[config.mk]
export PLATFORM = sky130hd
export DESIGN_NAME = script_chunk_splitter_flat
export DESIGN_NICKNAME = d
export VERILOG_FILES = /design/src/rtl/core/scs_pkg.sv /design/src/rtl/core/scs_if.sv /design/src/rtl/core/script_chunk_splitter.sv /design/src/flat_wrapper.sv
export SDC_FILE = /design/constraint.sdc
export NUM_CORES = 1
export LEC_CHECK = 0
export ABC_AREA = 0
export BUFFER_PORTS_ARGS = -buffer_cell sky130_fd_sc_hd__buf_4
export CELL_PAD_IN_SITES_DETAIL_PLACEMENT = 1
export CELL_PAD_IN_SITES_GLOBAL_PLACEMENT = 1
export CORE_MARGIN = 4
export CORE_UTILIZATION = 30
export CTS_BUF_LIST = sky130_fd_sc_hd__clkbuf_4 sky130_fd_sc_hd__clkbuf_8
export DETAILED_ROUTE_END_ITERATION = 8
export GPL_TIMING_DRIVEN = 0
export HOLD_SLACK_MARGIN = 0.05
export PLACE_DENSITY = 0.59
export SYNTH_ARGS = -nofsm -noshare
export SYNTH_HDL_FRONTEND = slang
export SYNTH_SLANG_ARGS = --single-unit
[constraint.sdc]
create_clock -name clk -period 6.4 [get_ports clk]
set_input_delay 0.32 -clock clk [delete_from_list [all_inputs] [get_ports clk]]
set_output_delay 0.32 -clock clk [all_outputs]
set_load 0.05 [all_outputs]
[src/rtl/core/scs_pkg.sv]
`timescale 1ns / 1ps

package scs_pkg;

  // character codes
  localparam logic [7:0] CH_CR     = 8'h0D;
  localparam logic [7:0] CH_LF     = 8'h0A;
  localparam logic [7:0] CH_BSLASH = 8'h5C;
  localparam logic [7:0] CH_STAR   = 8'h2A;
  localparam logic [7:0] CH_SLASH  = 8'h2F;
  localparam logic [7:0] CH_LBRACE = 8'h7B;
  localparam logic [7:0] CH_RBRACE = 8'h7D;
  localparam logic [7:0] CH_SQUOTE = 8'h27;
  localparam logic [7:0] CH_DQUOTE = 8'h22;
  localparam logic [7:0] CH_BQUOTE = 8'h60;

  // comment nesting saturates here
  localparam logic [7:0] MAX_NEST = 8'd255;

  // start line after reset
  localparam logic [31:0] START_LINE_RST = 32'd1;

  // lexer mode
  typedef enum logic [2:0] {
    MODE_NORMAL  = 3'b001,
    MODE_COMMENT = 3'b010,
    MODE_QUOTE   = 3'b100
  } lex_mode_t;

endpackage

[src/rtl/core/scs_if.sv]
`timescale 1ns / 1ps

// input byte channel
interface scs_in_if;
  logic       valid;
  logic       ready;
  logic [7:0] byte_in;
  logic       end_of_text;

  modport source (output valid, output byte_in, output end_of_text, input ready);
  modport sink (input valid, input byte_in, input end_of_text, output ready);
endinterface

// result channel
interface scs_out_if;
  logic        valid;
  logic        ready;
  logic [7:0]  byte_out;
  logic        keep;
  logic        chunk_done;
  logic [31:0] line_now;

  modport source (output valid, output byte_out, output keep, output chunk_done,
                  output line_now, input ready);
  modport sink (input valid, input byte_out, input keep, input chunk_done,
                input line_now, output ready);
endinterface

[src/rtl/core/script_chunk_splitter.sv]
// script_chunk_splitter: splits a script byte stream into chunks.
// in_ch carries one byte per transaction (byte_in, end_of_text); out_ch
// returns exactly one result per input transaction (byte_out, keep,
// chunk_done, line_now). Both channels use valid/ready handshakes.
// cfg_wen/cfg_wdata load the line counter;
// write it only while the block is idle.
// An accepted byte is classified by the lexer state logic and its result
// is in the output register on the next cycle.
// Throughput is one byte per cycle while the receiver takes results; the
// lexer state update is combinational compares and small counters, with no loop between items.
// A new byte is taken while the output register is empty or its result is
// being taken in the same cycle; when the receiver stalls, the result holds
// and in_ch.ready drops until it is taken.
// Reset (rst, synchronous) empties the output register, returns the lexer
// to normal text and loads the line counter with start line 1.
`timescale 1ns / 1ps

module script_chunk_splitter
  import scs_pkg::*;
(
  input  logic         clk,
  input  logic         rst,
  scs_in_if.sink       in_ch,
  scs_out_if.source    out_ch,
  input  logic         cfg_wen,
  input  logic [31:0]  cfg_wdata
);

  // lexer state
  lex_mode_t   lex_mode, lex_mode_next;
  logic [7:0]  comment_depth, comment_depth_next;
  logic [7:0]  quote_kind, quote_kind_next;
  logic [7:0]  inner_last, inner_last_next;
  logic [7:0]  outer_last, outer_last_next;
  logic        inside_braces, inside_braces_next;
  logic [31:0] line_counter, line_counter_next;

  // output register
  logic        out_valid;
  logic [7:0]  byte_out;
  logic        keep;
  logic        chunk_done;
  logic [7:0]  byte_res;
  logic        keep_res;
  logic        done_res;

  logic        in_accept;
  logic [7:0]  ch;

  assign in_ch.ready = !out_valid || out_ch.ready;
  assign in_accept   = in_ch.valid && in_ch.ready;
  assign ch          = in_ch.byte_in;

  // next lexer state for the incoming byte
  always_comb begin
    lex_mode_next      = lex_mode;
    comment_depth_next = comment_depth;
    quote_kind_next    = quote_kind;
    inner_last_next    = inner_last;
    outer_last_next    = outer_last;
    inside_braces_next = inside_braces;
    line_counter_next  = line_counter;
    keep_res           = 1'b0;
    done_res           = 1'b0;

    if (in_ch.end_of_text) begin
      done_res = 1'b1;
    end else if (ch != CH_CR) begin
      keep_res = 1'b1;
      if (ch == CH_LF) begin
        line_counter_next = line_counter + 32'd1;
      end
      case (lex_mode)
        MODE_COMMENT: begin
          if (inner_last == CH_STAR && ch == CH_SLASH) begin
            if (comment_depth != 8'd0) begin
              comment_depth_next = comment_depth - 8'd1;
            end
          end else if (inner_last == CH_SLASH && ch == CH_STAR) begin
            if (comment_depth < MAX_NEST) begin
              comment_depth_next = comment_depth + 8'd1;
            end
          end
          if (comment_depth_next == 8'd0) begin
            lex_mode_next = MODE_NORMAL;
          end
          inner_last_next = ch;
        end
        MODE_QUOTE: begin
          if (ch == quote_kind && inner_last != CH_BSLASH) begin
            lex_mode_next = MODE_NORMAL;
          end
          inner_last_next = ch;
        end
        default: begin
          if (outer_last == CH_SLASH && ch == CH_STAR) begin
            lex_mode_next      = MODE_COMMENT;
            comment_depth_next = 8'd1;
            inner_last_next    = 8'd0;
          end else if (ch inside {CH_SQUOTE, CH_DQUOTE, CH_BQUOTE}) begin
            lex_mode_next   = MODE_QUOTE;
            quote_kind_next = ch;
            inner_last_next = ch;
          end else if (!inside_braces && outer_last == CH_LF && ch == CH_LF) begin
            done_res = 1'b1;
          end else begin
            if (outer_last == CH_LBRACE) begin
              inside_braces_next = 1'b1;
            end
            if (outer_last == CH_LF && ch == CH_RBRACE) begin
              inside_braces_next = 1'b0;
            end
            outer_last_next = ch;
          end
        end
      endcase
    end

    // chunk close returns everything but the line counter to reset
    if (done_res) begin
      lex_mode_next      = MODE_NORMAL;
      comment_depth_next = 8'd0;
      quote_kind_next    = 8'd0;
      inner_last_next    = 8'd0;
      outer_last_next    = 8'd0;
      inside_braces_next = 1'b0;
    end

    byte_res = keep_res ? ch : 8'd0;
  end

  // lexer state registers
  always_ff @(posedge clk) begin
    if (rst) begin
      lex_mode      <= MODE_NORMAL;
      comment_depth <= 8'd0;
      quote_kind    <= 8'd0;
      inner_last    <= 8'd0;
      outer_last    <= 8'd0;
      inside_braces <= 1'b0;
    end else if (in_accept) begin
      lex_mode      <= lex_mode_next;
      comment_depth <= comment_depth_next;
      quote_kind    <= quote_kind_next;
      inner_last    <= inner_last_next;
      outer_last    <= outer_last_next;
      inside_braces <= inside_braces_next;
    end
  end

  // line counter, loaded by a config write
  always_ff @(posedge clk) begin
    if (rst) begin
      line_counter <= START_LINE_RST;
    end else if (cfg_wen) begin
      line_counter <= cfg_wdata;
    end else if (in_accept) begin
      line_counter <= line_counter_next;
    end
  end

  // output register valid
  always_ff @(posedge clk) begin
    if (rst) begin
      out_valid <= 1'b0;
    end else if (in_accept) begin
      out_valid <= 1'b1;
    end else if (out_ch.ready) begin
      out_valid <= 1'b0;
    end
  end

  // output register payload
  always_ff @(posedge clk) begin
    if (in_accept) begin
      byte_out   <= byte_res;
      keep       <= keep_res;
      chunk_done <= done_res;
    end
  end

  assign out_ch.valid      = out_valid;
  assign out_ch.byte_out   = byte_out;
  assign out_ch.keep       = keep;
  assign out_ch.chunk_done = chunk_done;
  assign out_ch.line_now   = line_counter;

endmodule

[src/flat_wrapper.sv]
// flat-port wrapper written by rule: the top's interface ports become plain ports
module script_chunk_splitter_flat import scs_pkg::*;
  (clk, rst, cfg_wen, cfg_wdata, in_ch_valid, in_ch_byte_in, in_ch_end_of_text, in_ch_ready, out_ch_valid, out_ch_byte_out, out_ch_keep, out_ch_chunk_done, out_ch_line_now, out_ch_ready);
  scs_in_if in_ch_i ();
  scs_out_if out_ch_i ();
  input  logic clk;
  input  logic rst;
  input  logic cfg_wen;
  input  logic [31:0] cfg_wdata;
  input wire logic [$bits(in_ch_i.valid)-1:0] in_ch_valid;
  input wire logic [$bits(in_ch_i.byte_in)-1:0] in_ch_byte_in;
  input wire logic [$bits(in_ch_i.end_of_text)-1:0] in_ch_end_of_text;
  output wire logic [$bits(in_ch_i.ready)-1:0] in_ch_ready;
  output wire logic [$bits(out_ch_i.valid)-1:0] out_ch_valid;
  output wire logic [$bits(out_ch_i.byte_out)-1:0] out_ch_byte_out;
  output wire logic [$bits(out_ch_i.keep)-1:0] out_ch_keep;
  output wire logic [$bits(out_ch_i.chunk_done)-1:0] out_ch_chunk_done;
  output wire logic [$bits(out_ch_i.line_now)-1:0] out_ch_line_now;
  input wire logic [$bits(out_ch_i.ready)-1:0] out_ch_ready;
  assign in_ch_i.valid = in_ch_valid;
  assign in_ch_i.byte_in = in_ch_byte_in;
  assign in_ch_i.end_of_text = in_ch_end_of_text;
  assign in_ch_ready = in_ch_i.ready;
  assign out_ch_valid = out_ch_i.valid;
  assign out_ch_byte_out = out_ch_i.byte_out;
  assign out_ch_keep = out_ch_i.keep;
  assign out_ch_chunk_done = out_ch_i.chunk_done;
  assign out_ch_line_now = out_ch_i.line_now;
  assign out_ch_i.ready = out_ch_ready;
  script_chunk_splitter u_core (.clk(clk), .rst(rst), .in_ch(in_ch_i), .out_ch(out_ch_i), .cfg_wen(cfg_wen), .cfg_wdata(cfg_wdata));
endmodule
Word level (Yosys, flattened, before mapping)

Cells that the tools add are included.

Logic and storage cells: 135
Flip-flop bits (word level): 79

Equality and inequality tests: 26
Multiplexer cells: 62
Add/subtract/negate cells: 3
Reduce and logical (&&, ||, !) cells: 32
Order comparisons: 1

Operators by type and width:

| operator              | count |
|---|---|
| $mux 8                | 29 |
| $mux 32               | 5 |
| $eq 8x6->1 const B    | 7 |
| $add 32x1->32 const B | 1 |
| $eq 8x7->1 const B    | 3 |
| $mux 3                | 7 |
| $mux 1                | 19 |
| $eq 8x4->1 const B    | 2 |
| $pmux 8 s2            | 1 |
| $ne 2x1->1 const B    | 6 |
| $reduce_and 6->1      | 2 |
| $reduce_bool 2->1     | 6 |
| $reduce_bool 3->1     | 3 |
| $add 8x1->8 const B   | 1 |
| $eq 8x8->1            | 1 |
| $logic_and 1x1->1     | 8 |
| $logic_not 8->1       | 1 |
| $lt 8x8->1 const B    | 1 |
| $ne 8x4->1 const B    | 1 |
| $ne 8x7->1 const B    | 1 |
| $reduce_and 4->1      | 2 |
| $reduce_and 8->1      | 1 |
| $reduce_bool 8->1     | 1 |
| $sub 8x1->8 const B   | 1 |
| other kinds (12)      | 14 |

Depth between registers and ports, before layout

Word-level depth: 13
Mapped depth: 10

Worst setup path before layout

No wires, ideal clock.

Path kind: register to register
From: register u_core.line_counter[2] (netlist: u_core.out_ch.line_now[2])
To: register u_core.line_counter[28] (netlist: u_core.out_ch.line_now[28])
Data arrival time: 2.459 ns
Slack: 3.850 ns
Stages on the path, launching flop included: 8
Period minus slack after synthesis: 2.550 ns
Path buffers: 0
Setup time: 0.091 ns
Data required time: 6.309 ns
Cells stage by stage: dfxtp_1 -> nand4_2 -> nor4_1 -> and2_1 -> nand4_1 -> or2_1 -> or3_1 -> a311oi_1

Word-level cells in the longest chain between the ends: 6

Ends and longest elaborated chain:

| element                | RTL line                     | text |
|---|---|---|
| start, declared        | script_chunk_splitter.sv:36  | `logic [31:0] line_counter, line_counter_next;` |
| start signal, assigned | script_chunk_splitter.sv:156 | `line_counter <= cfg_wdata;` |
| start signal, assigned | script_chunk_splitter.sv:158 | `line_counter <= line_counter_next;` |
| $add 32x1->32          | script_chunk_splitter.sv:71  | `line_counter_next = line_counter + 32'd1;` |
| $mux 32                | script_chunk_splitter.sv:70  | `if (ch == CH_LF) begin` |
| $mux 32                | script_chunk_splitter.sv:68  | `end else if (ch != CH_CR) begin` |
| $mux 32                | script_chunk_splitter.sv:66  | `if (in_ch.end_of_text) begin` |
| $mux 32                | script_chunk_splitter.sv:157 | `end else if (in_accept) begin` |
| $mux 32                | script_chunk_splitter.sv:155 | `end else if (cfg_wen) begin` |

No other way between the ends. The select of a mux whose other input is x is not followed.
A chain may end at the register's enable or synchronous reset.

Worst setup path after layout

From: register u_core.comment_depth[0]
To: register u_core.lex_mode[1]

Word-level cells in the longest chain between the ends: 10

Ends and longest elaborated chain:

| element                                          | RTL line                                                 | text |
|---|---|---|
| start, declared                                  | script_chunk_splitter.sv:31                              | `logic [7:0] comment_depth, comment_depth_next;` |
| start signal, assigned                           | script_chunk_splitter.sv:143                             | `comment_depth <= comment_depth_next;` |
| $add 8x1->8 / $lt 8x8->1 (equally long branches) | script_chunk_splitter.sv:81, script_chunk_splitter.sv:80 |  |
| $mux 8                                           | script_chunk_splitter.sv:80                              | `if (comment_depth < MAX_NEST) begin` |
| $mux 8                                           | script_chunk_splitter.sv:79                              | `end else if (inner_last == CH_SLASH && ch == CH_STAR) begin` |
| $mux 8 (*)                                       | script_chunk_splitter.sv:75                              | `if (inner_last == CH_STAR && ch == CH_SLASH) begin` |
| $mux 8 (*)                                       | script_chunk_splitter.sv:73                              | `case (lex_mode)` |
| $mux 8 (*)                                       | script_chunk_splitter.sv:68                              |  |
| $mux 8 (*)                                       | script_chunk_splitter.sv:66                              |  |
| $logic_not 8->1 (*)                              | script_chunk_splitter.sv:84                              | `if (comment_depth_next == 8'd0) begin` |
| $ne 3x1->1 (no line) (*)                         | --                                                       |  |
| $reduce_and 6->1 (no line) (*)                   | --                                                       |  |
| end signal, assigned                             | script_chunk_splitter.sv:142                             | `lex_mode <= lex_mode_next;` |
| end, declared                                    | script_chunk_splitter.sv:30                              | `lex_mode_t lex_mode, lex_mode_next;` |

Every way passes the cells marked *; elsewhere a longest branch is shown, timed or not. The select of a mux whose other input is x is not followed.

==> impl_metrics.py <==
metrics = {
    "status": {
        "status": "finished clean",
    },
    "setup_path": {
        "crit_path_end_kind": "flip-flop",
        "cp_slowest_cell": "or4b_1",
        "required_ns": 6.66,
        "path_cells": "inv_1 > ha_1 > or4b_1 > nor2_1 > nor3_1 > or3b_1 > nor3_1 > a31o_1 > a21oi_1 > a31o_1",
        "max_stage_delay_ns": 0.52,
        "critPathLaunchType": "flip-flop",
        "cp_max_fo": 6,
        "arrival_ns": 2.96,
        "critPathKind": "reg -> reg",
    },
    "clock_network": {
        "clock-sinks": 79,
        "clk_latency_ns": 0.37,
        "post_cts_buffers": 0,
        "cts_tree": "built",
        "holdBufCountCts": 0,
        "cts_buffers": 9,
        "htreeDepth": 3,
        "cts_resized": 0,
        "cts.clk_slew.worst_paths_ns": 0.08,
        "clock_path_buffers": 2,
        "root_buffer": "clkbuf_8",
    },
    "grt": {
        "overflow": 0,
        "grt_pass1_vias": 4399,
        "grt_usage": 0.1759,
        "grt_start_max_net_pins": 14,
        "grt_pass1_wl_mm": 24.60,
        "antenna_found_initial": 0,
    },
    "final_layout": {
        "drive_above_1_share": 0.1997,
        "utilization": 0.3819,
        "nets": 671,
        "n_antenna_cell": 0,
        "syn_to_final_growth_pct": 23.34,
    },
    "hold_path": {
        "min_path_type": "in -> reg",
    },
    "floorplanning": {
        "design.die.area_um2": 17200,
        "num_rows": 44,
        "die_y_um": 131.2,
        "start_util": 0.3096,
        "die_w_um": 131.2,
        "coreArea_um2": 14700,
        "io_pins": 90,
    },
    "sta": {
        "timing.final.hold_violations": 0,
        "tns_ns": 0,
        "relSlewSlack": 0.5189,
        "finalCritPeriodShare": 0.4221,
        "fin_crit_ns": 2.702,
        "slew_violations": 0,
        "fmax_ghz": 0.3702,
        "grt_setup_unrepaired": "false",
        "worst_slew_pin_slew_ns": 0.7216,
        "finalSetupViolations": 0,
        "skew_ns": 0.006604,
    },
    "synth": {
        "synth_top_cell_area_share": 0.3035,
        "synth_compound_area_frac": 0.1279,
        "ys_warn_count": 0,
        "synth_ff_type": "dfxtp_1",
        "synthArstFlopShare": 0,
        "synth_common_cells": "69 x dfxtp_1, 69 x nor2_1, 39 x nand2_1",
        "synthesis.area_um2": 4551,
        "synth-edff-count": 10,
        "yosys_register_bits": 79,
        "synth_nets": 574,
        "synth_largest_area_cell": "dfxtp_1",
        "yosys.area_share.adder": 0.01100,
        "yosys.area_share.simple": 0.3173,
        "synth_area_leaders": "dfxtp_1 30%, edfxtp_1 6.6%, mux2i_1 6.2%",
        "synth.distinct_cells": 69,
        "synthXorXnorAreaFrac": 0.08084,
        "muxShareOfSynthArea": 0.06159,
        "postSynthCellCount": 524,
        "ys_seq_area_frac": 0.3695,
        "avgSynthCellArea_um2": 8.684,
        "synth_top_family_by_area": "simple AND/OR/NAND/NOR gates",
    },
    "drt": {
        "drc_errors": 0,
        "vias_per_cell": 5.265,
        "routedWlPerCell_um": 18.61,
        "detail-route-antenna-nets": 0,
        "firstDrtPassIters": 4,
        "wirelength_mm": 15.07,
        "drt_iter0_drc": 190,
        "num_vias": 4265,
    },
    "power": {
        "power-per-cell-area_nw_per_um2": 202.6,
        "cellLeakagePower_nw": 2.192,
        "peakVddDrop_uv": 146.8,
        "p_total_mw": 1.137,
    },
    "place": {
        "dp_hpwl_mm": 11.56,
        "place.gp.congestion": 0.7933,
        "placement.io_buffers": 86,
    },
    "job": {
        "drv_cap": 0,
    },
}
==> flip-flops by register name, summed over array words and instances (netlist names) <==
| signal | cells |
|---|---|
| u_core.out_ch.line_now | 32 |
| u_core.comment_depth | 8 |
| u_core.inner_last | 8 |
| u_core.out_ch.byte_out | 8 |
| u_core.outer_last | 8 |
| u_core.quote_kind | 8 |
| u_core.lex_mode | 3 |
| u_core.inside_braces | 1 |
| u_core.out_ch.chunk_done | 1 |
| u_core.out_ch.keep | 1 |
| u_core.out_ch.valid | 1 |
==> final timing paths <==
path	end	from	depth (start not counted)	slack (ns)
setup / recovery	u_core.lex_mode[1]$_SDFFE_PP0P_	u_core.comment_depth[0]$_SDFFE_PP0P_	10	3.70
setup reg to reg	u_core.lex_mode[1]$_SDFFE_PP0P_	u_core.comment_depth[0]$_SDFFE_PP0P_	10	3.70
hold reg to reg	u_core.quote_kind[4]$_SDFFE_PP0P_	u_core.quote_kind[4]$_SDFFE_PP0P_	1	0.48
hold / removal	u_core.out_ch.line_now[4]$_SDFFE_PP0P_	cfg_wdata[4]	3	0.18
==> cell type report <==
| class | instances | area [um^2] |
|---|---|---|
| Fill cell | 1765 | 9086 |
| Multi-Input combinational cell | 409 | 2724 |
| Sequential cell | 79 | 1682 |
| Timing Repair Buffer | 86 | 645.6 |
| Tap cell | 184 | 230.2 |
| Clock buffer | 9 | 123.9 |
| Buffer | 26 | 107.6 |
| Clock inverter | 7 | 62.56 |
| Inverter | 10 | 37.54 |
==> cell families (layout without fill, tap and decap cells) <==
group | after synthesis | in the layout
flops | 79 | 79
simple gates | 251 | 251
mux | 28 | 28
buf+inv | 36 | 138
compound gates | 84 | 84
fa+ha+maj | 4 | 4
xor+xnor | 42 | 42
==> layer usage <==
metal / track usage / part of all wire / wire length, um
met5: 0 / 0 / 0
met1: 0.2417 / 0.48 / 7239
met3: 0.03937 / 0.043 / 651
met4: 0.03909 / 0.012 / 176
met2: 0.2840 / 0.46 / 7006
==> where the power goes <==
part           switching [mW]  internal (mW)  total, mW
logic                   0.139         0.0755      0.215
registers              0.0242          0.525      0.549
clock network           0.196          0.177      0.373
total                   0.360          0.777       1.14
==> stage by stage <==
step	setup WS (ns)	hold slack, ns	instances	cell area, um^2
final	3.698	0.1774	810	5613
after global routing	3.502	0.1670	810	5613
after CTS	3.715	0.1570	810	5613
after detailed placement	3.568	0.4695	794	5426
after global placement	3.633	0.4690	794	5426
after floorplan	3.850	0.4495	524	4551
==> worst max-delay path, delay by kind of cell (launching register included) <==
family	cells	cell delay, ns
AND/OR/NAND/NOR	5	1.42
AO/OA/AOI/OAI	3	0.47
buffers and inverters	1	0.15
flip-flops	1	0.37
adder cells (fa/ha/maj)	1	0.18
==> cell usage in the layout (no fill, tap or decap), types with 4 or more instances in the layout <==
cell,Yosys,layout
nor3_1,9,9
nor2b_1,10,10
nor2_1,69,69
dfxtp_1,69,69
nand4_1,13,13
clkbuf_8,0,9
o21ai_0,9,9
ha_1,4,4
xnor2_1,14,14
buf_4,1,87
nand3_1,21,21
xor2_1,28,28
and3_1,11,11
or4_1,5,5
and4_1,5,5
o211ai_1,6,6
a21oi_1,26,26
nand2_1,39,39
mux2i_1,28,28
and2_1,13,13
nor4_1,5,5
clkbuf_1,20,20
nor4b_1,5,5
edfxtp_1,10,10
buf_2,4,4
a211oi_1,18,18
inv_1,9,9
nand2b_1,12,12
No activity file was read; power rests on OpenSTA's default activity.
